[config.mk]
export PLATFORM = sky130hd
export DESIGN_NAME = modular_exponentiation_core
export DESIGN_NICKNAME = d
export VERILOG_FILES = /design/src/rtl/modexp_pkg.sv /design/src/rtl/modexp_mulmod.sv /design/src/rtl/modexp_seq.sv /design/src/rtl/modular_exponentiation_core.sv
export SDC_FILE = /design/constraint.sdc
export NUM_CORES = 2
export LEC_CHECK = 0
export BUFFER_PORTS_ARGS = -buffer_cell sky130_fd_sc_hd__buf_2
export CORE_MARGIN = 1.5
export CORE_UTILIZATION = 46
export CTS_CLUSTER_SIZE = 28
export DETAILED_ROUTE_END_ITERATION = 8
export GPL_ROUTABILITY_DRIVEN = 0
export PLACE_DENSITY = 0.61
export SYNTH_ARGS = -nofsm -noshare
export SYNTH_HDL_FRONTEND = slang
export SYNTH_SLANG_ARGS = --single-unit
export TNS_END_PERCENT = 30
[constraint.sdc]
create_clock -name clk_i -period 10.2 [get_ports clk_i]
set_clock_uncertainty 0.2 [all_clocks]
set_input_delay 2.04 -clock clk_i [delete_from_list [all_inputs] [get_ports clk_i]]
set_output_delay 2.04 -clock clk_i [all_outputs]
set_load 0.005 [all_outputs]
[src/rtl/modexp_pkg.sv]
`timescale 1ns / 1ps
// ----------------------------------------------------------------------------
// modexp_pkg
// Shared constants and types for the modular exponentiation core.
// ----------------------------------------------------------------------------
package modexp_pkg;

  localparam int unsigned BaseBits = 63;
  localparam int unsigned ExpFieldBits = 63;
  localparam int unsigned ValueBits = 30;
  localparam int unsigned ExpBitsDefault = 63;

  localparam logic [63:0] PrimeWide = 64'd1000000007;
  localparam logic [ValueBits-1:0] PrimeMod = PrimeWide[ValueBits-1:0];
  localparam logic [31:0] PrimeTwice = 32'(PrimeWide * 64'd2);
  // Barrett constant floor(2^60 / p)
  localparam logic [30:0] BarrettMu = 31'((64'd1 << 60) / PrimeWide);
  // 2^30 mod p, folds the upper base bits back in
  localparam logic [ValueBits-1:0] Fold30 = 30'((64'd1 << 30) % PrimeWide);
  localparam logic [31:0] HiScale = 32'd1 << 30;
  // Fermat inverse exponent p - 2
  localparam logic [ValueBits-1:0] InvExp = 30'(PrimeWide - 64'd2);

  localparam logic OpPow = 1'b0;
  localparam logic OpInv = 1'b1;

  typedef enum logic [1:0] {
    MM_IDLE,
    MM_QUOT,
    MM_SUB,
    MM_FIX
  } mm_phase_e;

  typedef enum logic [2:0] {
    S_IDLE,
    S_HI,
    S_WAIT,
    S_STEP,
    S_DONE
  } seq_state_e;

  typedef enum logic [1:0] {
    K_HI,
    K_BASE,
    K_ACC,
    K_SQ
  } mm_kind_e;

  typedef struct packed {
    logic                 start;
    logic [31:0]          a;
    logic [31:0]          b;
    logic [ValueBits-1:0] c;
  } mm_req_t;

  typedef struct packed {
    logic                 done;
    logic [ValueBits-1:0] value;
  } mm_rsp_t;

  typedef struct packed {
    logic                 valid;
    logic [ValueBits-1:0] value;
  } res_t;

endpackage

[src/rtl/modexp_mulmod.sv]
`timescale 1ns / 1ps
// ----------------------------------------------------------------------------
// modexp_mulmod
// Computes (a * b + c) mod p on one shared 32x32 multiplier with Barrett
// reduction: product, quotient estimate, q * p subtract, final correction.
// ----------------------------------------------------------------------------
module modexp_mulmod
  import modexp_pkg::*;
(
  input  logic    clk_i,
  input  logic    rst_ni,
  input  mm_req_t req_i,
  output mm_rsp_t rsp_o
);

  mm_phase_e            phase_q, phase_d;
  logic [59:0]          x_q, x_d;
  logic [30:0]          q_q, q_d;
  logic [31:0]          r_q, r_d;
  logic [ValueBits-1:0] res_q, res_d;
  logic                 done_q, done_d;

  logic [31:0] mul_a, mul_b;
  logic [63:0] mul_p;
  logic [63:0] sum;

  assign mul_p = 64'(mul_a) * 64'(mul_b);
  assign sum   = mul_p + 64'(req_i.c);

  always_comb begin
    phase_d = phase_q;
    x_d     = x_q;
    q_d     = q_q;
    r_d     = r_q;
    res_d   = res_q;
    done_d  = 1'b0;
    mul_a   = req_i.a;
    mul_b   = req_i.b;
    case (phase_q)
      MM_IDLE: begin
        if (req_i.start) begin
          x_d     = sum[59:0];
          phase_d = MM_QUOT;
        end
      end
      MM_QUOT: begin
        mul_a   = {1'b0, x_q[59:29]};
        mul_b   = {1'b0, BarrettMu};
        q_d     = mul_p[61:31];
        phase_d = MM_SUB;
      end
      MM_SUB: begin
        mul_a   = {1'b0, q_q};
        mul_b   = {2'b0, PrimeMod};
        r_d     = x_q[31:0] - mul_p[31:0];
        phase_d = MM_FIX;
      end
      MM_FIX: begin
        if (r_q >= PrimeTwice) begin
          res_d = 30'(r_q - PrimeTwice);
        end else if (r_q >= {2'b0, PrimeMod}) begin
          res_d = 30'(r_q - {2'b0, PrimeMod});
        end else begin
          res_d = r_q[ValueBits-1:0];
        end
        done_d  = 1'b1;
        phase_d = MM_IDLE;
      end
      default: phase_d = MM_IDLE;
    endcase
  end

  always_ff @(posedge clk_i or negedge rst_ni) begin
    if (!rst_ni) begin
      phase_q <= MM_IDLE;
      done_q  <= 1'b0;
    end else begin
      phase_q <= phase_d;
      done_q  <= done_d;
    end
  end

  always_ff @(posedge clk_i) begin
    x_q   <= x_d;
    q_q   <= q_d;
    r_q   <= r_d;
    res_q <= res_d;
  end

  assign rsp_o.done  = done_q;
  assign rsp_o.value = res_q;

endmodule

[src/rtl/modexp_seq.sv]
`timescale 1ns / 1ps
// ----------------------------------------------------------------------------
// modexp_seq
// Square-and-multiply sequencer: reduces the base, then walks the exponent
// LSB first, issuing multiply and square requests to the shared unit.
// ----------------------------------------------------------------------------
module modexp_seq
  import modexp_pkg::*;
#(
  parameter int unsigned EXP_BITS = ExpBitsDefault
) (
  input  logic                    clk_i,
  input  logic                    rst_ni,
  input  logic                    in_valid_i,
  output logic                    in_ready_o,
  input  logic                    op_i,
  input  logic [BaseBits-1:0]     base_i,
  input  logic [ExpFieldBits-1:0] exponent_i,
  input  logic                    res_free_i,
  output res_t                    res_o,
  output mm_req_t                 req_o,
  input  mm_rsp_t                 rsp_i
);

  localparam int unsigned UseBits = (EXP_BITS < ExpFieldBits) ? EXP_BITS : ExpFieldBits;
  localparam int unsigned EW = (UseBits > ValueBits) ? UseBits : ValueBits;

  seq_state_e           state_q, state_d;
  mm_kind_e             kind_q, kind_d;
  logic [BaseBits-1:0]  base_q, base_d;
  logic [EW-1:0]        e_q, e_d;
  logic [ValueBits-1:0] acc_q, acc_d;
  logic [ValueBits-1:0] sq_q, sq_d;

  always_comb begin
    state_d    = state_q;
    kind_d     = kind_q;
    base_d     = base_q;
    e_d        = e_q;
    acc_d      = acc_q;
    sq_d       = sq_q;
    in_ready_o = 1'b0;
    res_o      = '0;
    req_o      = '0;
    case (state_q)
      S_IDLE: begin
        in_ready_o = 1'b1;
        if (in_valid_i) begin
          base_d  = base_i;
          e_d     = (op_i == OpInv) ? EW'(InvExp) : EW'(exponent_i[UseBits-1:0]);
          acc_d   = ValueBits'(1);
          state_d = S_HI;
        end
      end
      S_HI: begin
        // upper base bits: base[62:30] mod p
        req_o.start = 1'b1;
        req_o.a     = 32'(base_q[62:60]);
        req_o.b     = HiScale;
        req_o.c     = base_q[59:30];
        kind_d      = K_HI;
        state_d     = S_WAIT;
      end
      S_WAIT: begin
        if (rsp_i.done) begin
          case (kind_q)
            K_HI: begin
              req_o.start = 1'b1;
              req_o.a     = {2'b0, rsp_i.value};
              req_o.b     = {2'b0, Fold30};
              req_o.c     = base_q[29:0];
              kind_d      = K_BASE;
            end
            K_BASE: begin
              sq_d    = rsp_i.value;
              state_d = S_STEP;
            end
            K_ACC: begin
              acc_d       = rsp_i.value;
              req_o.start = 1'b1;
              req_o.a     = {2'b0, sq_q};
              req_o.b     = {2'b0, sq_q};
              kind_d      = K_SQ;
            end
            K_SQ: begin
              sq_d    = rsp_i.value;
              e_d     = e_q >> 1;
              state_d = S_STEP;
            end
            default: state_d = S_IDLE;
          endcase
        end
      end
      S_STEP: begin
        if (e_q == '0) begin
          state_d = S_DONE;
        end else begin
          req_o.start = 1'b1;
          req_o.b     = {2'b0, sq_q};
          if (e_q[0]) begin
            req_o.a = {2'b0, acc_q};
            kind_d  = K_ACC;
          end else begin
            req_o.a = {2'b0, sq_q};
            kind_d  = K_SQ;
          end
          state_d = S_WAIT;
        end
      end
      S_DONE: begin
        if (res_free_i) begin
          res_o.valid = 1'b1;
          res_o.value = acc_q;
          state_d     = S_IDLE;
        end
      end
      default: state_d = S_IDLE;
    endcase
  end

  always_ff @(posedge clk_i or negedge rst_ni) begin
    if (!rst_ni) begin
      state_q <= S_IDLE;
      kind_q  <= K_HI;
    end else begin
      state_q <= state_d;
      kind_q  <= kind_d;
    end
  end

  always_ff @(posedge clk_i) begin
    base_q <= base_d;
    e_q    <= e_d;
    acc_q  <= acc_d;
    sq_q   <= sq_d;
  end

endmodule

[src/rtl/modular_exponentiation_core.sv]
`timescale 1ns / 1ps
// ----------------------------------------------------------------------------
// modular_exponentiation_core
// Base to a power modulo 1000000007 by square and multiply.
// ----------------------------------------------------------------------------
// Usage:
//   Slave channel: one word per operation. tdata carries base and exponent,
//   tuser carries the operation (0 = power, 1 = Fermat inverse, exponent p-2).
//   Master channel: one word per operation, the 30-bit residue.
//   The base is first reduced mod p (two passes of the shared multiply-reduce
//   unit), then the exponent is scanned LSB first up to its top set bit.
//   Each pass of the unit runs on its single 32x32 multiplier: product,
//   quotient estimate, q * p subtract, final correction. Each scanned bit
//   takes a square, and a set bit takes a multiply before it; the inverse
//   exponent p-2 is 30 bits long.
//   s_axis_tready_o is high only while no operation is in flight; one
//   operation is worked on at a time.
//   The result sits in an output register; a new word may be accepted while
//   it waits. If the receiver stalls, the next result holds in the
//   sequencer until the register frees.
//   Reset clears the sequencer and the output valid; no word is pending.
// ----------------------------------------------------------------------------
module modular_exponentiation_core
  import modexp_pkg::*;
#(
  parameter int unsigned EXP_BITS = ExpBitsDefault
) (
  input  logic         clk_i,
  input  logic         rst_ni,
  input  logic         s_axis_tvalid_i,
  output logic         s_axis_tready_o,
  input  logic [127:0] s_axis_tdata_i,  // base[62:0], exponent[125:63], zero pad
  input  logic [0:0]   s_axis_tuser_i,  // op[0]
  output logic         m_axis_tvalid_o,
  input  logic         m_axis_tready_i,
  output logic [31:0]  m_axis_tdata_o   // value[29:0], zero pad
);

  mm_req_t mm_req;
  mm_rsp_t mm_rsp;
  res_t    res;

  logic                 out_valid_q, out_valid_d;
  logic [ValueBits-1:0] out_value_q, out_value_d;
  logic                 res_free;

  assign res_free = !out_valid_q || m_axis_tready_i;

  modexp_seq #(
    .EXP_BITS(EXP_BITS)
  ) u_seq (
    .clk_i      (clk_i),
    .rst_ni     (rst_ni),
    .in_valid_i (s_axis_tvalid_i),
    .in_ready_o (s_axis_tready_o),
    .op_i       (s_axis_tuser_i[0]),
    .base_i     (s_axis_tdata_i[62:0]),
    .exponent_i (s_axis_tdata_i[125:63]),
    .res_free_i (res_free),
    .res_o      (res),
    .req_o      (mm_req),
    .rsp_i      (mm_rsp)
  );

  modexp_mulmod u_mulmod (
    .clk_i  (clk_i),
    .rst_ni (rst_ni),
    .req_i  (mm_req),
    .rsp_o  (mm_rsp)
  );

  always_comb begin
    out_valid_d = out_valid_q;
    out_value_d = out_value_q;
    if (m_axis_tready_i) begin
      out_valid_d = 1'b0;
    end
    if (res.valid) begin
      out_valid_d = 1'b1;
      out_value_d = res.value;
    end
  end

  always_ff @(posedge clk_i or negedge rst_ni) begin
    if (!rst_ni) begin
      out_valid_q <= 1'b0;
    end else begin
      out_valid_q <= out_valid_d;
    end
  end

  always_ff @(posedge clk_i) begin
    out_value_q <= out_value_d;
  end

  assign m_axis_tvalid_o = out_valid_q;
  assign m_axis_tdata_o  = {2'b0, out_value_q};

  a_no_rsp_when_idle : assert property (@(posedge clk_i) disable iff (!rst_ni)
    s_axis_tready_o |-> !mm_rsp.done)
    else $error("multiply-reduce response while sequencer idle");

  a_value_reduced : assert property (@(posedge clk_i) disable iff (!rst_ni)
    m_axis_tvalid_o |-> (out_value_q < PrimeMod))
    else $error("output value not reduced");

  a_no_overwrite : assert property (@(posedge clk_i) disable iff (!rst_ni)
    res.valid |-> (!out_valid_q || m_axis_tready_i))
    else $error("result overwrote pending output word");

  a_no_start_when_busy : assert property (@(posedge clk_i) disable iff (!rst_ni)
    mm_req.start |-> !s_axis_tready_o)
    else $error("multiply-reduce start while idle");

endmodule
=== After elaboration in Yosys (flattened, before gate mapping) ===
Cells that the tools add are included.
Widths: inputs -> output; s select.

* Word-level logic and storage cells: 97
* Output and inout bits: 34
* Input port bits: 133
* Flip-flop bits (word level): 378

* $add $sub $neg: 4
* Multiplexer cells: 39
* Equality and inequality tests: 19
* Reduce and logical (&&, ||, !) cells: 18
* $mul: 1
* Magnitude comparators: 2

{| class="wikitable"
|+ Operators by type and width
! operator !! number
|-
| $mux 63 || 4
|-
| $mux 30 || 7
|-
| $pmux 65 s3 || 1
|-
| $pmux 65 s2 || 1
|-
| $pmux 32 s2 || 2
|-
| $pmux 63 s2 || 1
|-
| $pmux 30 s2 || 2
|-
| $mux 95 || 1
|-
| $mux 65 || 1
|-
| $logic_not 63->1 || 1
|-
| $mul 32x32->62 || 1
|-
| $mux 31 || 2
|-
| $add 60x30->60 || 1
|-
| $sub 30x30->30 const B || 2
|-
| $ge 32x30->1 const B || 1
|-
| $ge 32x31->1 const B || 1
|-
| $sub 32x32->32 || 1
|-
| $reduce_and 4->1 || 4
|-
| $mux 3 || 5
|-
| $pmux 3 s5 || 1
|-
| $ne 2x2->1 const B || 7
|-
| $eq 2x2->1 const B || 4
|-
| $pmux 2 s4 || 1
|-
| $eq 3x2->1 const B || 2
|-
| 18 further kinds || 29
|}

=== Longest topological paths before layout ===
* Word-level depth: 7
* Depth in mapped cells: 50
* Depth with buffers taken out: 45

=== Modules after synthesis ===
Synthesis repeated with hierarchy kept, for this count alone.

* Cell total of the unflattened synthesis: 5531
* Area total of the unflattened synthesis: 52610.5 um^2

{| class="wikitable"
|+ By module, submodules not included
! module !! sequential area each (um^2) !! cells an instance !! area an instance (um^2) !! instances
|-
| modexp_mulmod || 4669.5 || 4791 || 43017.5 || 1
|-
| modexp_seq || 5710.5 || 704 || 8625.8 || 1
|-
| modular_exponentiation_core || 925.9 || 36 || 967.2 || 1
|}

=== Worst setup path before layout ===
Ideal clock, no wire load.

* Path type: reg-to-reg
* Start point: register u_seq.e_q[0]
* End point: register u_mulmod.x_q[59], data pin
* Required time: 9734 ps
* Slack: -1030 ps
* Stages on the path, launching flop included: 46
* Setup time: 266 ps
* Arrival time: 10764 ps
* Path buffers: 5
* Clock period less this slack: 11230 ps
* Cells stage by stage: edfxtp_1 -> clkbuf_1 -> nor4_1 -> nand4_1 -> nor4_1 -> nor2_1 -> and3_1 -> clkbuf_1 -> a221o_1 -> a21oi_1 -> a31o_2 -> clkbuf_1 -> buf_1 -> nor2_1 -> fa_1 -> fa_1 -> fa_1 -> inv_1 -> [10 not listed] -> nand2_1 -> nor2_1 -> nand2_1 -> or3_4 -> and3_4 -> o21ai_0 -> xor2_1 -> ha_1 -> and3_1 -> nand4_1 -> o221a_2 -> o31a_1 -> o21ai_0 -> nand3_1 -> nor3_4 -> and3_2 -> nor4b_4 -> xor2_1

* Longest elaborated chain between the ends: 6
* Elaborated cells between the ends (all ways): 8
* Those cells by class: add/sub (1); mul (1); mux (5); reduce/logical (1)

{| class="wikitable"
|+ Ends and longest elaborated chain
! element !! RTL line !! RTL
|-
| start, declared || modexp_seq.sv:31 || <nowiki>logic [EW-1:0] e_q, e_d;</nowiki>
|-
| start signal, assigned || modexp_seq.sv:133 || <nowiki>e_q <= e_d;</nowiki>
|-
| $logic_not 63->1 or $mux 30 (tied branches) || modexp_seq.sv:95, modexp_seq.sv:100 ||
|-
| $mux 65 * || modexp_seq.sv:95 || <nowiki>if (e_q == '0) begin</nowiki>
|-
| $pmux 65 s3 * || modexp_seq.sv:45 || <nowiki>case (state_q)</nowiki>
|-
| $pmux 32 s2 || modexp_mulmod.sv:39 || <nowiki>case (phase_q)</nowiki>
|-
| $mul 32x32->62 * || modexp_mulmod.sv:27 || <nowiki>assign mul_p = 64'(mul_a) * 64'(mul_b);</nowiki>
|-
| $add 60x30->60 * || modexp_mulmod.sv:28 || <nowiki>assign sum = mul_p + 64'(req_i.c);</nowiki>
|-
| net u_mulmod.sum[59] || modexp_mulmod.sv:25 || <nowiki>logic [63:0] sum;</nowiki>
|-
| end signal, assigned || modexp_mulmod.sv:84 || <nowiki>x_q <= x_d;</nowiki>
|-
| end, declared || modexp_mulmod.sv:17 || <nowiki>logic [59:0] x_q, x_d;</nowiki>
|}

Mark *: on every way through the listed nets, which the timed path passes. The rest lies on a longest branch.
A chain may end at the register's enable or synchronous reset.

=== Final worst setup path ===
* Start point: register u_seq.e_q[51]
* End point: register u_mulmod.x_q[59], data pin

* Longest elaborated chain between the ends: 6
* Elaborated cells between the ends (all ways): 7
* Those cells by class: add/sub (1); mul (1); mux (4); reduce/logical (1)

{| class="wikitable"
|+ Ends and longest elaborated chain
! element !! RTL line !! RTL
|-
| $logic_not 63->1 * || modexp_seq.sv:95 ||
|-
| $mux 65 * || modexp_seq.sv:95 ||
|-
| $pmux 65 s3 * || modexp_seq.sv:45 ||
|-
| $pmux 32 s2 || modexp_mulmod.sv:39 ||
|-
| $mul 32x32->62 * || modexp_mulmod.sv:27 ||
|-
| net u_mulmod.mul_p[35] || modexp_mulmod.sv:24 || <nowiki>logic [63:0] mul_p;</nowiki>
|-
| $add 60x30->60 * || modexp_mulmod.sv:28 ||
|-
| net u_mulmod.sum[59] || modexp_mulmod.sv:25 ||
|}

Marked as above.

==> key figures <==
Timing
  – Period utilization: 1.09
  – Period minus WS final: 11090 ps
  – Final hold violation count: 0
  – Slew at the pin closest to its max-slew limit: 1050 ps
  – WHS: 291 ps
  – Max_slew headroom: 0.302
  – Final number of setup-violating endpoints: 60
  – Slew Limit Fails: 0
  – Final Worst Setup Slack: -891 ps
  – Max Clk Rate: 90.2 MHz
  – RSZ-0062 raised after global routing: yes

Clocking
  – Clk root buf: clkbuf_16
  – Skew-Pair Late Insertion Delay: 570 ps
  – TritonCTS clock tree: yes
  – Num CTS Buffers: 38
  – Clock slew at reported path FFs: 60 ps
  – H-tree levels: 2
  – TritonCTS Sinks: 378
  – Clk buf depth: 3

Final layout
  – Final nets: 7686
  – Area grow syn2layout: 26.1%
  – Total of fill cells in the finished design: 9424
  – Number of antenna diodes: 0
  – Final Core Density: 0.583
  – Share of cells above drive strength 1: 0.249

Global route
  – Vias in the first global route: 43654
  – Initial antenna violation count: 3
  – Pin count of the biggest net entering global routing: 126
  – First-pass GRT wire length: 254000 um
  – Tot GR Track Use: 0.299
  – Total grt overflow: 0

Drt
  – # DRC: 0
  – Pre-Repair DR Iteration Count: 8
  – Wirelength, routed: 166000 um
  – Initial DRC count: 3617
  – Routed wire per std cell: 21.1 um
  – Via density: 5.36
  – Vias: 42192
  – Antenna-violating nets left: 0

Setup path
  – Critical path type: flop to flop
  – Startpoint Class: flop
  – Crit-path max FO: 10
  – CP max stage delay: 600 ps
  – Worst path required time: 10290 ps
  – CP arrival: 11190 ps
  – Flop2flop setup slack: -890 ps
  – CP bufs+invs: 17
  – Crit. End Element: flop
  – Slowest CP cell: fa_2
  – Top cell family by delay on the critical path: adder cells
  – Most used cell, CP: buf_4

Logic synthesis
  – Synthesized instance count: 5451
  – Most used DFF post-synth: edfxtp_1
  – Adder-cell area share of the yosys netlist: 0.415
  – Top-count cell post-synth: inv_1
  – Syn Std Cell Area: 0.0510 mm^2
  – Mux cell area share after synthesis: 0.00471
  – Synth top area share: 0.329
  – Syn Area/Cell: 9.36 um^2
  – Simple-gate portion of the synthesized area: 0.140
  – Post-synthesis sequential area ratio: 0.222
  – Largest family of logic cells by synthesized area: adder cells
  – Asr flop ratio synth: 0.0238
  – Seq cells post-synth: 378
  – Yosys top cell by area: fa_1
  – Area contributors post-synth: fa_1 (33%), edfxtp_1 (22%), ha_1 (8.6%)
  – Synth Area in XOR/XNOR: 0.0288
  – Post-synth EDFFs: 369
  – Compound-Gate Fraction of Synth Area: 0.0934
  – Commonest cells post-synth: inv_1 (1023), fa_1 (839), nand2_1 (680), nor2_1 (639), edfxtp_1 (369)
  – Ys Warns: 0
  – Cell variety after synth: 88

Outcome
  – Failing checks: setup timing
  – Outcome: complete, but fails checks

Floorplanning
  – FP Rows: 122
  – Die Wd: 336 um
  – Initial Utilization: 0.462
  – Die outline height: 336 um
  – Num ports: 167
  – Core area: 0.110 mm^2
  – Die area: 0.113 mm^2

Run
  – Max_cap viols: 0

Min path
  – Class of the worst hold path: flop to flop

Placement
  – Post-detailed-placement half-perimeter wirelength: 137000 um
  – PortBufs: 162
## repair_timing
item / 4_1_cts / 5_1_grt
pin swaps: 140 / 114
cloned: 3 / 0
hold endpoints to repair: 0 / 0
buffers inserted: 82 / 26
resized for setup: 316 / 140
hold buffers: 0 / 0
endpoints found under the setup margin: 89 / 82
## routing by layer
layer  vias to the layer above  track usage  share of wire  wire length, um
met2                      1782        0.480           0.46            75900
met4                         4        0.162          0.066            10900
met5                         -            0        0.00019               31
met3                       402       0.0524          0.081            13400
li1                      19000            -              -                -
met1                     21004        0.386           0.40            65900
## registers in the layout, summed over array words and instances, names as in the netlist
| name | count |
|---|---|
| u_seq.state_q | 3 |
| u_seq.e_q | 63 |
| out_value_q | 30 |
| u_seq.base_q | 63 |
| m_axis_tvalid_o | 1 |
| u_seq.acc_q | 30 |
| u_mulmod.phase_q | 2 |
| u_mulmod.q_q | 31 |
| u_mulmod.x_q | 60 |
| u_mulmod.done_q | 1 |
| u_mulmod.r_q | 32 |
| u_seq.kind_q | 2 |
| u_mulmod.res_q | 30 |
| u_seq.sq_q | 30 |
## kinds of logic after synthesis
group,Yosys count
adder cells (fa/ha/maj),1189
XOR/XNOR,165
AO/OA/AOI/OAI,722
flip-flops,378
buffers and inverters,1302
multiplexers,24
other,2
AND/OR/NAND/NOR,1669
## final cells by class
cell class                 count  area (um^2)  area share
clock buffer                  42          987      0.0153
clock inverter                20          131     0.00204
inverter                    1023         3840      0.0597
multi-input combinational   3778        37100       0.577
sequential                   378        11300       0.176
tap                         1488         1860      0.0289
timing repair buffer        1145         9110       0.142
## placed cells by master (no fill, tap or decap), types with 50 or more instances in the layout
cell type  count
nand2b_1      62
ha_1         302
a21oi_1      124
buf_2        162
buf_4        868
buf_12        53
xor2_1        50
nor2_1       613
and2_1        71
a21o_1        72
o21ai_0      131
buf_6         58
xnor2_1       97
fa_1         803
nand2_1      660
inv_1       1003
edfxtp_1     369
## per-stage QoR
stage / setup TNS, ps / setup slack (ps) / instances / area (um^2)
detailed placement: -71340 / -1620 / 7712 / 60200
global placement: -72920 / -1580 / 7712 / 60200
global route: -44000 / -1120 / 7874 / 64400
CTS: -19940 / -688 / 7853 / 63600
finish: -28030 / -891 / 7874 / 64400
floorplan: -105 / -61.0 / 5457 / 51400
## final timing paths
path,cells past startpoint,end,from
setup / recovery,47,u_mulmod.x_q[59],u_seq.e_q[51]
hold / removal,0,u_seq.sq_q[21],u_mulmod.res_q[21]
setup reg to reg,47,u_mulmod.x_q[59],u_seq.e_q[51]
hold reg to reg,0,u_seq.sq_q[21],u_mulmod.res_q[21]
max in group asynchronous,1,u_mulmod.phase_q[1],rst_ni
min in group asynchronous,1,u_seq.kind_q[1],rst_ni
Power is left out: the tool's default activity adds up to more than one toggle a clock period on the data nets, which glitch-free logic cannot reach.
